File: src/rtl/tcf_pkg.sv
// Shared constants, codes and types for the two-class oldest-first FIFO.
`timescale 1ns / 1ps

package tcf_pkg;

  localparam int QUEUE_DEPTH = 8;
  localparam int TAG_BITS    = 16;
  localparam int STAMP_BITS  = 16;

  localparam int PTR_BITS = (QUEUE_DEPTH > 1) ? $clog2(QUEUE_DEPTH) : 1;
  localparam int CNT_BITS = $clog2(QUEUE_DEPTH + 1);

  typedef enum logic [1:0] {
    OP_ENQ     = 2'd0,
    OP_DEQ_OLD = 2'd1,
    OP_DEQ_DOG = 2'd2,
    OP_DEQ_CAT = 2'd3
  } op_t;

  typedef enum logic [1:0] {
    ST_OK      = 2'd0,
    ST_FULL    = 2'd1,
    ST_EMPTY   = 2'd2,
    ST_REFUSED = 2'd3
  } status_t;

  localparam logic [1:0] CLS_DOG = 2'd0;
  localparam logic [1:0] CLS_CAT = 2'd1;

  typedef struct packed {
    logic [TAG_BITS-1:0]   tag;
    logic [STAMP_BITS-1:0] stamp;
  } entry_t;

  typedef struct packed {
    logic empty;
    logic full;
  } q_stat_t;

endpackage

File: src/rtl/tcf_queue.sv
// One bounded ring FIFO of stamped entries with the head entry always visible.
`timescale 1ns / 1ps

module tcf_queue
  import tcf_pkg::*;
(
  input  logic   clk,
  input  logic   rst_n,
  input  logic   push,
  input  logic   pop,
  input  entry_t push_entry,
  output entry_t head_entry,
  output q_stat_t stat
);

  entry_t              entries_r [QUEUE_DEPTH];
  logic [PTR_BITS-1:0] head_r;
  logic [PTR_BITS-1:0] head_nxt;
  logic [CNT_BITS-1:0] count_r;
  logic [CNT_BITS-1:0] count_nxt;
  logic [CNT_BITS:0]   tail_sum;
  logic [PTR_BITS-1:0] tail;

  // tail = (head + count) mod depth; the sum stays below twice the depth
  always_comb begin
    tail_sum = (CNT_BITS + 1)'(head_r) + (CNT_BITS + 1)'(count_r);
    if (tail_sum >= (CNT_BITS + 1)'(QUEUE_DEPTH)) begin
      tail_sum = tail_sum - (CNT_BITS + 1)'(QUEUE_DEPTH);
    end
    tail = tail_sum[PTR_BITS-1:0];
  end

  always_comb begin
    head_nxt  = head_r;
    count_nxt = count_r;
    if (push) begin
      count_nxt = count_r + 1'b1;
    end else if (pop) begin
      count_nxt = count_r - 1'b1;
      if (head_r == PTR_BITS'(QUEUE_DEPTH - 1)) begin
        head_nxt = '0;
      end else begin
        head_nxt = head_r + 1'b1;
      end
    end
  end

  always_ff @(posedge clk) begin
    if (!rst_n) begin
      head_r  <= '0;
      count_r <= '0;
    end else begin
      head_r  <= head_nxt;
      count_r <= count_nxt;
    end
  end

  always_ff @(posedge clk) begin
    if (push) begin
      entries_r[tail] <= push_entry;
    end
  end

  assign head_entry = entries_r[head_r];
  assign stat.empty = (count_r == '0);
  assign stat.full  = (count_r == CNT_BITS'(QUEUE_DEPTH));

endmodule

File: src/rtl/two_class_fifo_oldest_first.sv
// Top level: two class queues sharing an arrival stamp, oldest-first dequeue.
// A command is captured in the input register and then raises out_valid from the result
// register for one cycle, along with its result. Throughput: one command per
// cycle, busy stays low; each command is decoded from the input register against
// the queue heads and counts, and the result register and queue state update together.
// Reset (synchronous, rst_n low): both queues empty, stamp counter zero, no strobe.
`timescale 1ns / 1ps

module two_class_fifo_oldest_first
  import tcf_pkg::*;
(
  input  logic        clk,
  input  logic        rst_n,
  input  logic        start,
  output logic        busy,
  input  logic [1:0]  in_op,
  input  logic [1:0]  in_item_class,
  input  logic [15:0] in_item_tag,
  output logic        out_valid,
  output logic [1:0]  out_status,
  output logic [15:0] out_tag,
  output logic        out_class
);

  logic                  in_valid_r;
  op_t                   op_r;
  logic [1:0]            cls_r;
  logic [TAG_BITS-1:0]   tag_r;

  logic [STAMP_BITS-1:0] next_stamp_r;
  logic [STAMP_BITS-1:0] next_stamp_nxt;

  logic                  out_valid_r;
  status_t               status_r;
  status_t               status_nxt;
  logic [15:0]           otag_r;
  logic [15:0]           otag_nxt;
  logic                  ocls_r;
  logic                  ocls_nxt;

  logic                  dog_push;
  logic                  cat_push;
  logic                  dog_pop;
  logic                  cat_pop;
  entry_t                new_entry;
  entry_t                dog_head;
  entry_t                cat_head;
  q_stat_t               dog_stat;
  q_stat_t               cat_stat;
  logic [STAMP_BITS-1:0] stamp_diff;

  assign busy = 1'b0;

  // register the command for decode
  always_ff @(posedge clk) begin
    if (!rst_n) begin
      in_valid_r <= 1'b0;
    end else begin
      in_valid_r <= start;
    end
  end

  always_ff @(posedge clk) begin
    if (start) begin
      op_r  <= op_t'(in_op);
      cls_r <= in_item_class;
      tag_r <= TAG_BITS'(in_item_tag);
    end
  end

  assign new_entry.tag   = tag_r;
  assign new_entry.stamp = next_stamp_r;
  assign stamp_diff      = dog_head.stamp - cat_head.stamp;

  always_comb begin
    dog_push       = 1'b0;
    cat_push       = 1'b0;
    dog_pop        = 1'b0;
    cat_pop        = 1'b0;
    status_nxt     = ST_OK;
    otag_nxt       = '0;
    ocls_nxt       = 1'b0;
    next_stamp_nxt = next_stamp_r;
    if (in_valid_r) begin
      case (op_r)
        OP_ENQ: begin
          if (cls_r == CLS_DOG) begin
            if (dog_stat.full) begin
              status_nxt = ST_FULL;
            end else begin
              dog_push = 1'b1;
            end
          end else if (cls_r == CLS_CAT) begin
            if (cat_stat.full) begin
              status_nxt = ST_FULL;
            end else begin
              cat_push = 1'b1;
            end
          end else begin
            status_nxt = ST_REFUSED;
          end
        end
        OP_DEQ_DOG: dog_pop = !dog_stat.empty;
        OP_DEQ_CAT: cat_pop = !cat_stat.empty;
        default: begin
          // equal stamps go to the cat queue; dog only when strictly older
          if (!dog_stat.empty && !cat_stat.empty) begin
            dog_pop = stamp_diff[STAMP_BITS-1];
            cat_pop = !stamp_diff[STAMP_BITS-1];
          end else begin
            dog_pop = !dog_stat.empty;
            cat_pop = !cat_stat.empty;
          end
        end
      endcase

      if (dog_push || cat_push) begin
        next_stamp_nxt = next_stamp_r + 1'b1;
      end
      if (dog_pop) begin
        otag_nxt = 16'(dog_head.tag);
      end else if (cat_pop) begin
        otag_nxt = 16'(cat_head.tag);
        ocls_nxt = 1'b1;
      end else if (op_r != OP_ENQ) begin
        status_nxt = ST_EMPTY;
      end
    end
  end

  tcf_queue u_dog_q (
    .clk        (clk),
    .rst_n      (rst_n),
    .push       (dog_push),
    .pop        (dog_pop),
    .push_entry (new_entry),
    .head_entry (dog_head),
    .stat       (dog_stat)
  );

  tcf_queue u_cat_q (
    .clk        (clk),
    .rst_n      (rst_n),
    .push       (cat_push),
    .pop        (cat_pop),
    .push_entry (new_entry),
    .head_entry (cat_head),
    .stat       (cat_stat)
  );

  always_ff @(posedge clk) begin
    if (!rst_n) begin
      out_valid_r  <= 1'b0;
      next_stamp_r <= '0;
    end else begin
      out_valid_r  <= in_valid_r;
      next_stamp_r <= next_stamp_nxt;
    end
  end

  always_ff @(posedge clk) begin
    status_r <= status_nxt;
    otag_r   <= otag_nxt;
    ocls_r   <= ocls_nxt;
  end

  assign out_valid  = out_valid_r;
  assign out_status = status_r;
  assign out_tag    = otag_r;
  assign out_class  = ocls_r;

endmodule

File: config.mk
export PLATFORM = sky130hd
export DESIGN_NAME = two_class_fifo_oldest_first
export DESIGN_NICKNAME = d
export VERILOG_FILES = /design/src/rtl/tcf_pkg.sv /design/src/rtl/tcf_queue.sv /design/src/rtl/two_class_fifo_oldest_first.sv
export SDC_FILE = /design/constraint.sdc
export NUM_CORES = 1
export LEC_CHECK = 0
export BUFFER_PORTS_ARGS = -buffer_cell sky130_fd_sc_hd__buf_2
export CAP_MARGIN = 20
export CELL_PAD_IN_SITES_DETAIL_PLACEMENT = 0
export CELL_PAD_IN_SITES_GLOBAL_PLACEMENT = 1
export CORE_ASPECT_RATIO = 0.7
export CORE_UTILIZATION = 55
export DETAILED_ROUTE_END_ITERATION = 10
export PLACE_DENSITY_LB_ADDON = 0.2
export SKIP_CTS_REPAIR_TIMING = 1
export SLEW_MARGIN = 15
export SYNTH_ARGS = -nofsm -noshare
export SYNTH_HDL_FRONTEND = slang
export SYNTH_HIERARCHICAL = 1
export SYNTH_SLANG_ARGS = --single-unit
File: constraint.sdc
create_clock -name clk -period 8.4 [get_ports clk]
set_clock_uncertainty 0.15 [all_clocks]
set_input_delay 1.68 -clock clk [delete_from_list [all_inputs] [get_ports clk]]
set_output_delay 1.68 -clock clk [all_outputs]
set_load 0.01 [all_outputs]
==> results.md, run 1 <==
* Status: finished clean
* H-tree Lvls at 2
* # Max-Cap Violations at 0
* Post-DR wirelength/cell at ~26 µm
* VDD IR max at 174 µV
* Hold Fails Final Rpt at 0
* Largest net degree at the start of global routing at 65
* Tmin final at just over 5 ns
* Dpl cells at 1694
* CTS tree: done
* Number of fill cells in the layout at around 2.8k
* Synth Flop Type: edfxtp_1
* Synth Instances at 1127
* Endpoints failing setup at 0
* Synthesis warning total at 6
* Worst Reg2Reg Path Length in Cells at 14
* Hold Path Stages at 2
* Post-layout util at 62.9%
* Worst Hold Path EP: u_cat_q/count_r[3]
* Top post-synthesis cells by area: edfxtp_1 (69%), mux4_1 (7.6%), mux4_2 (5.9%), dfxtp_1 (4.9%), mux2_2 (2.4%)
* HP Start: u_cat_q/count_r[3]
* Post-DP HPWL at 24.0 mm
* Average cell area after synthesis at 20.7 µm²
* Most frequent cell after synthesis: edfxtp_1
* Register area share after synthesis at 73.4%
* Yosys top cell area share at 68.5%
* R2r endpoint: u_cat_q/count_r[3]
* RSZ-0062 raised after global routing: false
* Io pins at 44
* Hold Path Class: register to register
* Die area at between 0.04 and 0.05 mm²
* Clock group share of total power at 43.1%
* Gr usage total at 22.0%
* Non-filler cells, final at around 1.8k
* Number of antenna diodes at 0
* Final instance area at approximately 0.026 mm²
* Clk pin slew, worst setup/hold paths at 0.06 ns
* Vias in the first global route at 10.7k
* Reg power frac at a little under three fifths
* Max Root-Sink Buffers at 3
* Largest area contributor in the netlist: edfxtp_1
* Core ar. at 0.0414 mm²
* CTS Sinks at 589
* Clock Latency Late Sink at slightly below 0.6 ns
* Net Sw Power at between 1000 and 1500 µW
* Gr ovfl total at 0
* Row Count at 62
* Data arrival, critical path at 5.50 ns
* DRT Pass-1 Iters at 5
* Die Ht at 174 µm
* Initial antenna violation count at 0
* Critical Path Sink Type: register
* Pre-CTS WS at ~3.2 ns
* Final worst slack at 3.20 ns
* Flop2flop setup slack at 3.20 ns
* Synthesized Nets at roughly 1.2k
* Routed Antenna Nets at 0
* Mapped cell area at ~0.023 mm²
* Synth Register Bits at 589
* Initial core utilization at 56.3%
* Synthesis-to-finish area growth at 11.8%
* Fmax at 192 MHz
* Pleak at 0.00894 µW
* Switching part of the total at between 10% and 20%
* Number of synthesized flops with an enable pin at 532
* Share of cells above drive strength 1 at 25.1%
* # port buffers at 42
* CTS Buf Count at 52
* Setup CP Type: register to register
* Total number of vias at 10.8k
* WL final at 46.1 mm
* Power Density at 224 mW/mm²
* DRT iter0 DRCs at 778
* Vias per cell at 6.02
* Drt drc at 0
* Max Fanout on Critical Path at 43
* Synth async-reset ratio at 0%
* Crit start category: register
* First-pass GRT wire length at 68.5 mm
* Post-synth top cells: edfxtp_1 (532), mux4_1 (67), mux4_2 (61)
* Cell area after placement at 0.0242 mm²
* Chip Width at 248 µm
* Final nets at approximately 1.3k
* Worst-Margin Slew at 0.977 ns
* Fin. max-slew vios at 0
* Post-synthesis cell type count at 54
* Logic gate share of total power at 1.5%
* Power Internal at 4720 µW
* Routability Congestion at around 0.76
* Slew HR at 34.9%
* Critical Path RT at 8.70 ns
* CTS Root Buffer Type: clkbuf_16
* Final Cycle Share at 61.9%
* Setup TNS at 0 ns
-- state kept, by name, summed over array words and instances (netlist names), named ones only --
register and flops:
cls_r 2, in_valid_r 1, next_stamp_r 16, op_r 2
out_class 1, out_status 2, out_tag 16, out_valid 1
tag_r 16, u_cat_q/count_r 4, u_cat_q/entries_r 256, u_cat_q/head_r 3
u_dog_q/count_r 4, u_dog_q/entries_r 256, u_dog_q/head_r 3
-- power by group through the flow --
stage               sequential (µW)  combinational, µW  clock, µW
floorplan                      3280               61.1          0
global placement               3290               89.4          0
detailed placement             3300               90.6          0
CTS                            3230               91.3       2560
global route                   3240               98.3       2660
finish                         3230               90.3       2510
-- logic make-up (layout without fill, tap and decap cells) --
logic type               count (synthesis)  in the layout  synth area share (%)
flip-flops                             589            589                  73.4
multiplexers                           200            200                  17.1
AND/OR/NAND/NOR                        164            164                  3.57
buffers and inverters                   71            192                  1.73
AO/OA/AOI/OAI                           46             46                  1.31
adder cells (fa/ha/maj)                 29             29                  1.69
XOR/XNOR                                27             27                  1.14
other                                    1              1                0.0161
-- per-layer routing --
| layer | up-vias | routed length [µm] | track usage, % |
|---|---|---|---|
| met5 | - | 0 | 0 |
| met1 | 5719 | 22300 | 35.1 |
| met3 | 48 | 2250 | 3.21 |
| li1 | 4768 | - | - |
| met2 | 248 | 21000 | 32.9 |
| met4 | 0 | 608 | 3.89 |
-- stage by stage --
stage                     hold WS, ns  total power (µW)
after detailed placement        0.337              3390
after floorplan                 0.304              3340
after global placement          0.325              3380
final                           0.345              5830
after global routing            0.378              5990
after CTS                       0.348              5880
-- area by class of cell --
type / instances / area [µm²] / area share [%]
Inverter: 24 / 90.1 / 0.346
Timing Repair Buffer: 70 / 420 / 1.61
Clock inverter: 28 / 332 / 1.27
Sequential cell: 589 / 17100 / 65.7
Multi-Input combinational cell: 467 / 5890 / 22.6
Clock buffer: 70 / 1520 / 5.84
Tap cell: 544 / 681 / 2.61
-- worst max path at each step --
stage	endpoint	slack, ns	cells past startpoint
2_1_floorplan	u_cat_q/entries_r[7][0]	3.71	4
3_3_place_gp	u_cat_q/count_r[3]	3.30	14
4_1_cts	register	3.19	14
5_1_grt	u_cat_q/count_r[3]	2.84	14
6_report	u_cat_q/count_r[3]	3.20	14
3_5_place_dp	register	3.19	14
-- critical path, stage by stage (launching register included) --
cell	delay, ns
dfxtp_4	0.91
buf_4	0.52
mux4_2	0.55
mux2_2	0.28
ha_1	0.33
nand4_1	0.15
nor3_1	0.09
nor3_1	0.42
o41a_1	0.20
nand3_1	0.09
buf_4	0.26
nor2_1	0.31
nor2b_1	0.45
a31oi_1	0.17
mux2i_1	0.15
-- layout by cell type, fill, tap and decap left out, types with 11 or more instances in the layout --
cell and count:
edfxtp_1 532, dfxtp_1 51, clkinv_2 15, mux4_1 67, buf_4 28, clkbuf_8 11, nand2_1 55, mux2_2 50
mux2_4 15, ha_1 25, mux4_2 61, nor2_1 17, o22ai_1 16, xnor2_1 16, and2_1 17, inv_1 24
clkbuf_16 54, nor2b_1 13, buf_2 42
(Power assumes the default switching activity.)
==> inputs of run 2 (changes only) <==
--- a/config.mk
+++ b/config.mk
@@ -5,12 +5,13 @@
 export SDC_FILE = /design/constraint.sdc
 export NUM_CORES = 1
 export LEC_CHECK = 0
+export ABC_AREA = 1
 export BUFFER_PORTS_ARGS = -buffer_cell sky130_fd_sc_hd__buf_2
 export CAP_MARGIN = 20
 export CELL_PAD_IN_SITES_DETAIL_PLACEMENT = 0
 export CELL_PAD_IN_SITES_GLOBAL_PLACEMENT = 1
 export CORE_ASPECT_RATIO = 0.7
-export CORE_UTILIZATION = 55
+export CORE_UTILIZATION = 51
 export DETAILED_ROUTE_END_ITERATION = 10
 export PLACE_DENSITY_LB_ADDON = 0.2
 export SKIP_CTS_REPAIR_TIMING = 1
==> constraint.sdc (replaced) <==
create_clock -name clk -period 5 [get_ports clk]
set_clock_uncertainty 0.15 [all_clocks]
set_input_delay 1 -clock clk [delete_from_list [all_inputs] [get_ports clk]]
set_output_delay 1 -clock clk [all_outputs]
set_load 0.01 [all_outputs]
==> run 2 against run 1 <==
  * Utilization fell by 5.8 points
  * Via count rose by 40%
  * Worst hold slack better by 0.013 ns
  * Power is 90% higher
  * Largest power group unchanged
  * Highest routed layer unchanged
  * Non-clock buffer count grew 17
  * Synthesized cell count up 81%
  * Clock power increased by 63%
  * Sequential share of layout area is 1.1 points lower
  * First-iteration DRC count up 84%
  * Critical path type unchanged
==> results.md, run 2 <==
* Status: finished clean
* Data arrival, critical path at 4.38 ns
* Yosys top cell area share at 66.7%
* Pleak at 0.00971 µW
* Vias per cell at approximately 5.5
* Drt drc at 0
* Non-filler cells, final at 2735
* Gr usage total at 24.4%
* Flop2flop setup slack at 0.94 ns
* Worst Reg2Reg Path Length in Cells at 21
* Fmax at 247 MHz
* CTS Root Buffer Type: clkbuf_16
* Synthesized Nets at ~2.1k
* Switching part of the total at 26.1%
* Critical Path RT at 5.32 ns
* Io pins at 44
* Critical path capture point: u_cat_q/count_r[3]
* Chip Width at 261 µm
* Fin. max-slew vios at 0
* Critical Path Sink Type: register
* Routability Congestion at about 0.81
* Top post-synthesis cells by area: edfxtp_1 (67%), nor2_1 (6.8%), o21ai_0 (5.7%), dfxtp_1 (4.8%), nand2_1 (4.5%)
* Power Density at 418 mW/mm²
* Synth Flop Type: edfxtp_1
* Slew HR at 29.4%
* CTS Sinks at 589
* Busiest grt layer: met1
* Largest net degree at the start of global routing at 105
* Largest registers: u_cat_q/entries_r (256), u_dog_q/entries_r (256)
* Logic gate share of total power at 12.8%
* Dpl cells at 2634
* Total number of vias at 15.1k
* Clock Latency Late Sink at 0.59 ns
* Reg area at 0.0171 mm²
* Number of fill cells in the layout at roughly 3.8k
* Hold Path Class: register to register
* Post-DP HPWL at approximately 34 mm
* Post-synth top cells: edfxtp_1 (532), nor2_1 (433), nand2_1 (289)
* Final Power at about 11000 µW
* Gr ovfl total at 0
* Final Cycle Share at 81.1%
* Average cell area after synthesis at 11.7 µm²
* Number of antenna diodes at 0
* Tmin final at 4.06 ns
* Initial core utilization at 51.6%
* Max Fanout on Critical Path at between 70 and 80
* Post-DR wirelength/cell at about 21 µm
* Clk pin slew, worst setup/hold paths at about 0.060 ns
* Met1 usage at 38.0%
* Post-synthesis cell type count at 41
* Synthesis warning total at 6
* Synth Register Bits at 589
* Vias in the first global route at 14.1k
* CTS tree: done
* Die area at 0.0479 mm²
* First-pass GRT wire length at 86.7 mm
* Final nets at approximately 2.1k
* # port buffers at 42
* Worst-Margin Slew at between 1 and 1.5 ns
* Final worst slack at 0.944 ns
* Synth async-reset ratio at 0%
* Max Root-Sink Buffers at 3
* Share of cells above drive strength 1 at roughly a tenth
* Synthesis-to-finish area growth at 10.7%
* Crit start category: register
* R2r endpoint: u_cat_q/count_r[3]
* Endpoints failing setup at 0
* VDD IR max at roughly 280 µV
* Synth Instances at 2044
* Net Sw Power at about 2900 µW
* Die Ht at 183 µm
* Setup CP Type: register to register
* Core ar. at 0.0464 mm²
* Reg power frac at between 50% and 60%
* Area of the multi-input gates at 0.00604 mm²
* Most frequent cells in the layout: edfxtp_1 (532), nor2_1 (417), nand2_1 (289)
* Row Count at 66
* H-tree Lvls at 2
* GR Layer Usage met3 at 3.41%
* RSZ-0062 raised after global routing: false
* DRT iter0 DRCs at 1434
* Largest area contributor in the netlist: edfxtp_1
* Grt met2 use at 36.2%
* Mapped cell area at 0.0240 mm²
* # Max-Cap Violations at 0
* Number of synthesized flops with an enable pin at 532
* Pre-CTS WS at between 0.9 and 1 ns
* Initial antenna violation count at 1
* Routed Antenna Nets at 0
* Setup TNS at 0 ns
* DRT Pass-1 Iters at 6
* Register area share after synthesis at 71.4%
* Most frequent cell after synthesis: edfxtp_1
* Hold Fails Final Rpt at 0
* WL final at around 57 mm
* Clock group share of total power at a little under two fifths
* Power Internal at 8200 µW
* Most common cell after layout, fill and taps aside: edfxtp_1
* CTS Buf Count at 54
run 2: cell types whose count changed in the layout (fill, tap and decap cells not counted), sizes merged, moves of 17 or more:
cell   delta
a21oi    +24
buf      +17
nand3    +23
nand2   +238
and2     -18
inv      +45
nand4    +17
o21ai   +397
mux4    -128
mux2     -65
nor2    +413
run 2: cells by family (layout without fill, tap and decap cells):
kind of cell	after synthesis	after routing	synth area share [%]
fa+ha+maj	29	29	1.64
flops	589	589	71.4
xor+xnor	11	11	0.402
buf+inv	179	258	3.87
compound gates	439	439	9.23
other cells	1	1	0.0156
simple gates	796	796	13.4
run 2: critical path: stages (launching register included):
cell and delay [ns]:
dfxtp_4 0.85, buf_4 0.43, o21ai_0 0.14, o21ai_1 0.13, nand2_1 0.06, nand2_1 0.09
inv_1 0.04, ha_1 0.28, nand2_1 0.09, nor2_2 0.04, nand2_1 0.07, nor2_1 0.05
nor2_2 0.16, nand2_2 0.07, nand2_2 0.07, nand3_4 0.30, a21oi_1 0.33, nand2_1 0.19
nand3_1 0.15, nand3_1 0.08, nand2_1 0.07, nor2_1 0.05
run 2: layout make-up:
cell class,instances,share of cell area (%)
flip-flops and latches,589,64.6
multi-input cells,1276,22.8
clock buffers,74,5.73
well taps,612,2.89
repair buffers,87,2.16
inverters,70,1.00
clock inverters,27,0.863
run 2: through the flow:
step / hold slack (ns) / cell area (µm²) / util (%)
2_1_floorplan: 0.319 / 24000 / -
3_3_place_gp: 0.349 / 24800 / 53.4
3_5_place_dp: 0.356 / 24800 / 53.4
4_1_cts: 0.359 / 26500 / 57.2
5_1_grt: 0.405 / 26500 / 57.2
6_report: 0.358 / 26500 / 57.2
run 2: worst min-delay path by stage:
stage	startpoint	end	slack [ns]	cells past startpoint
final	u_cat_q/head_r[2]	register	0.36	2
after global placement	u_dog_q/head_r[0]	register	0.35	2
after detailed placement	u_cat_q/head_r[2]	register	0.36	2
after CTS	u_cat_q/head_r[2]	register	0.36	2
after global routing	u_dog_q/head_r[0]	register	0.40	2
after floorplan	u_cat_q/head_r[0]	register	0.32	2
run 2: power groups by stage:
stage	Combinational (µW)	Sequential (µW)	Clock (µW)
after global placement	1400	5690	0
after detailed placement	1410	5700	0
after floorplan	1070	5600	0
final	1430	5590	4080
after CTS	1420	5590	4160
after global routing	1600	5610	4350
run 2: routing by layer:
layer  share of wire [%]  vias up
met2                  43      436
met4                 2.1        0
met1                  48     7407
li1                    -     7188
met5                   0        -
met3                 6.2       78
==> inputs of run 3 (changes only) <==
--- a/config.mk
+++ b/config.mk
@@ -5,13 +5,13 @@
 export SDC_FILE = /design/constraint.sdc
 export NUM_CORES = 1
 export LEC_CHECK = 0
-export ABC_AREA = 1
+export ABC_AREA = 0
 export BUFFER_PORTS_ARGS = -buffer_cell sky130_fd_sc_hd__buf_2
 export CAP_MARGIN = 20
 export CELL_PAD_IN_SITES_DETAIL_PLACEMENT = 0
 export CELL_PAD_IN_SITES_GLOBAL_PLACEMENT = 1
 export CORE_ASPECT_RATIO = 0.7
-export CORE_UTILIZATION = 51
+export CORE_UTILIZATION = 55
 export DETAILED_ROUTE_END_ITERATION = 10
 export PLACE_DENSITY_LB_ADDON = 0.2
 export SKIP_CTS_REPAIR_TIMING = 1
==> constraint.sdc (replaced) <==
create_clock -name clk -period 4.2 [get_ports clk]
set_clock_uncertainty 0.15 [all_clocks]
set_input_delay 0.84 -clock clk [delete_from_list [all_inputs] [get_ports clk]]
set_output_delay 0.84 -clock clk [all_outputs]
set_load 0.01 [all_outputs]
==> run 3 against run 2 <==
  * Design area down 0.79%
  * Sequential power increased by 16%
  * Count of clock-buffer cells in the layout is the same
  * Register-to-register slack lost 0.72 ns
  * Non-clock buffer count rose by 4
  * Die area decreased by 9.7%
  * Fmax up 2.0%
  * First-iteration DRC count down 50%
  * Via count down 27%
  * Sequential cell count unchanged
  * Critical path type unchanged
  * Utilization increased by 6.4 points
  * Largest power group unchanged
==> results.md, run 3 (synthesis results as in run 1) <==
* WL final at approximately 48 mm
* # port buffers at 42
* H-tree Lvls at 2
* Io pins at between 40 and 50
* Row Count at 62
* Largest net degree at the start of global routing at 54
* Post-DR wirelength/cell at 26.5 µm
* Max Root-Sink Buffers at 3
* Die area at around 0.043 mm²
* Crit start category: register
* Most frequent cells in the layout: edfxtp_1 (532), mux4_1 (67), mux4_2 (61)
* Largest registers: u_cat_q/entries_r (256), u_dog_q/entries_r (256)
* RSZ-0062 raised after global routing: false
* Critical Path RT at 4.51 ns
* Routability Congestion at 0.810
* Pre-CTS WS at 0.193 ns
* Reg power frac at 56.0%
* CTS tree: done
* VDD IR max at between 400 and 500 µV
* Routed Antenna Nets at 0
* Gr ovfl total at 0
* Clock group share of total power at 42.3%
* Net Sw Power at roughly 2200 µW
* Share of cells above drive strength 1 at 25.8%
* Gr usage total at 22.9%
* Final Power at 11500 µW
* Logic gate share of total power at 1.7%
* Hold Fails Final Rpt at 0
* Status: finished clean
* Switching part of the total at 19.4%
* # Max-Cap Violations at 0
* Chip Width at 248 µm
* Final Cycle Share at 94.6%
* Power Density at about 440 mW/mm²
* Tmin final at 3.97 ns
* Total number of vias at ~11k
* Power Internal at about 9300 µW
* Synthesis-to-finish area growth at 12.9%
* Number of antenna diodes at 0
* Max Fanout on Critical Path at 16
* Worst Reg2Reg Path Length in Cells at 14
* Fmax at 252 MHz
* Setup TNS at 0 ns
* Critical Path Sink Type: register
* CTS Buf Count at 53
* Hold Path Stages at 1
* DRT iter0 DRCs at 722
* Initial core utilization at 56.3%
* Vias in the first global route at 11.0k
* Worst-Margin Slew at 0.808 ns
* CTS Sinks at 589
* First-pass GRT wire length at 70.9 mm
* DRT Pass-1 Iters at 4
* Fin. max-slew vios at 0
* Post-DP HPWL at ~26 mm
* Drt drc at 0
* Most common cell after layout, fill and taps aside: edfxtp_1
* Vias per cell at a little over 6
* Post-layout util at 63.5%
* Core ar. at 0.0414 mm²
* Clk pin slew, worst setup/hold paths at 0.07 ns
* Final worst slack at 0.225 ns
* Initial antenna violation count at 0
* Endpoints failing setup at 0
* Final nets at about 1.3k
* Data arrival, critical path at around 4.3 ns
* Clock Latency Late Sink at roughly 0.59 ns
* Hold Path Class: primary input to register
* CTS Root Buffer Type: clkbuf_16
* Die Ht at between 150 and 200 µm
* Setup CP Type: register to register
* Slew HR at a little under half
* Pleak at about 0.0091 µW
run 3: changes by cell type in the layout (fill, tap and decap cells not counted), moves of 43 or more:
cell and change:
nor2_1 -400, o21ai_0 -269, nand2_1 -234, o21ai_1 -128, mux4_1 +67, mux4_2 +61, mux2_2 +50, inv_1 -43
run 3: cell type report:
type	count	area, µm²
clock inverter	25	277
sequential	589	17100
tap	544	681
timing repair buffer	91	691
inverter	24	90.1
multi-input combinational	467	5940
clock buffer	74	1510
fill	2787	15100
run 3: worst max-delay path, stage by stage (launching register included):
cell,delay [ns]
dfxtp_4,0.46
buf_12,0.21
mux4_1,0.57
mux2_4,0.28
ha_1,0.30
and2_0,0.20
a221o_1,0.33
a41oi_1,0.27
o211ai_1,0.15
nand3_1,0.19
nor2_1,0.09
nor2b_1,0.13
buf_4,0.15
mux2i_1,0.11
nor2b_1,0.25
run 3: final timing paths:
kind | start | endpoint | slack (ns)
worst max-delay path | register | register | 0.23
worst min-delay path | in_item_tag[2] | tag_r[2] | 0.27
worst max register to register | register | register | 0.23
worst min register to register | u_cat_q/count_r[3] | u_cat_q/count_r[3] | 0.36
run 3: power by group through the flow:
stage	clock, µW	combinational (µW)	sequential [µW]
3_5_place_dp	0	200	6590
4_1_cts	4960	202	6460
2_1_floorplan	0	123	6560
5_1_grt	5170	217	6470
6_report	4880	199	6460
3_3_place_gp	0	197	6580
run 3: metrics by stage:
stage | cell area [µm²] | hold slack, ns | cells
floorplan | 23300 | 0.304 | 1127
global placement | 24500 | 0.345 | 1715
detailed placement | 24500 | 0.346 | 1715
CTS | 26300 | 0.244 | 1814
global route | 26300 | 0.243 | 1814
finish | 26300 | 0.271 | 1814
run 3: per-layer routing:
layer	share of wire, %	GRT usage [%]	routed length (µm)
met5	0	0	0
met4	1.7	5.16	833
met3	5.6	3.49	2690
met2	46	34.7	21900
met1	47	35.5	22700
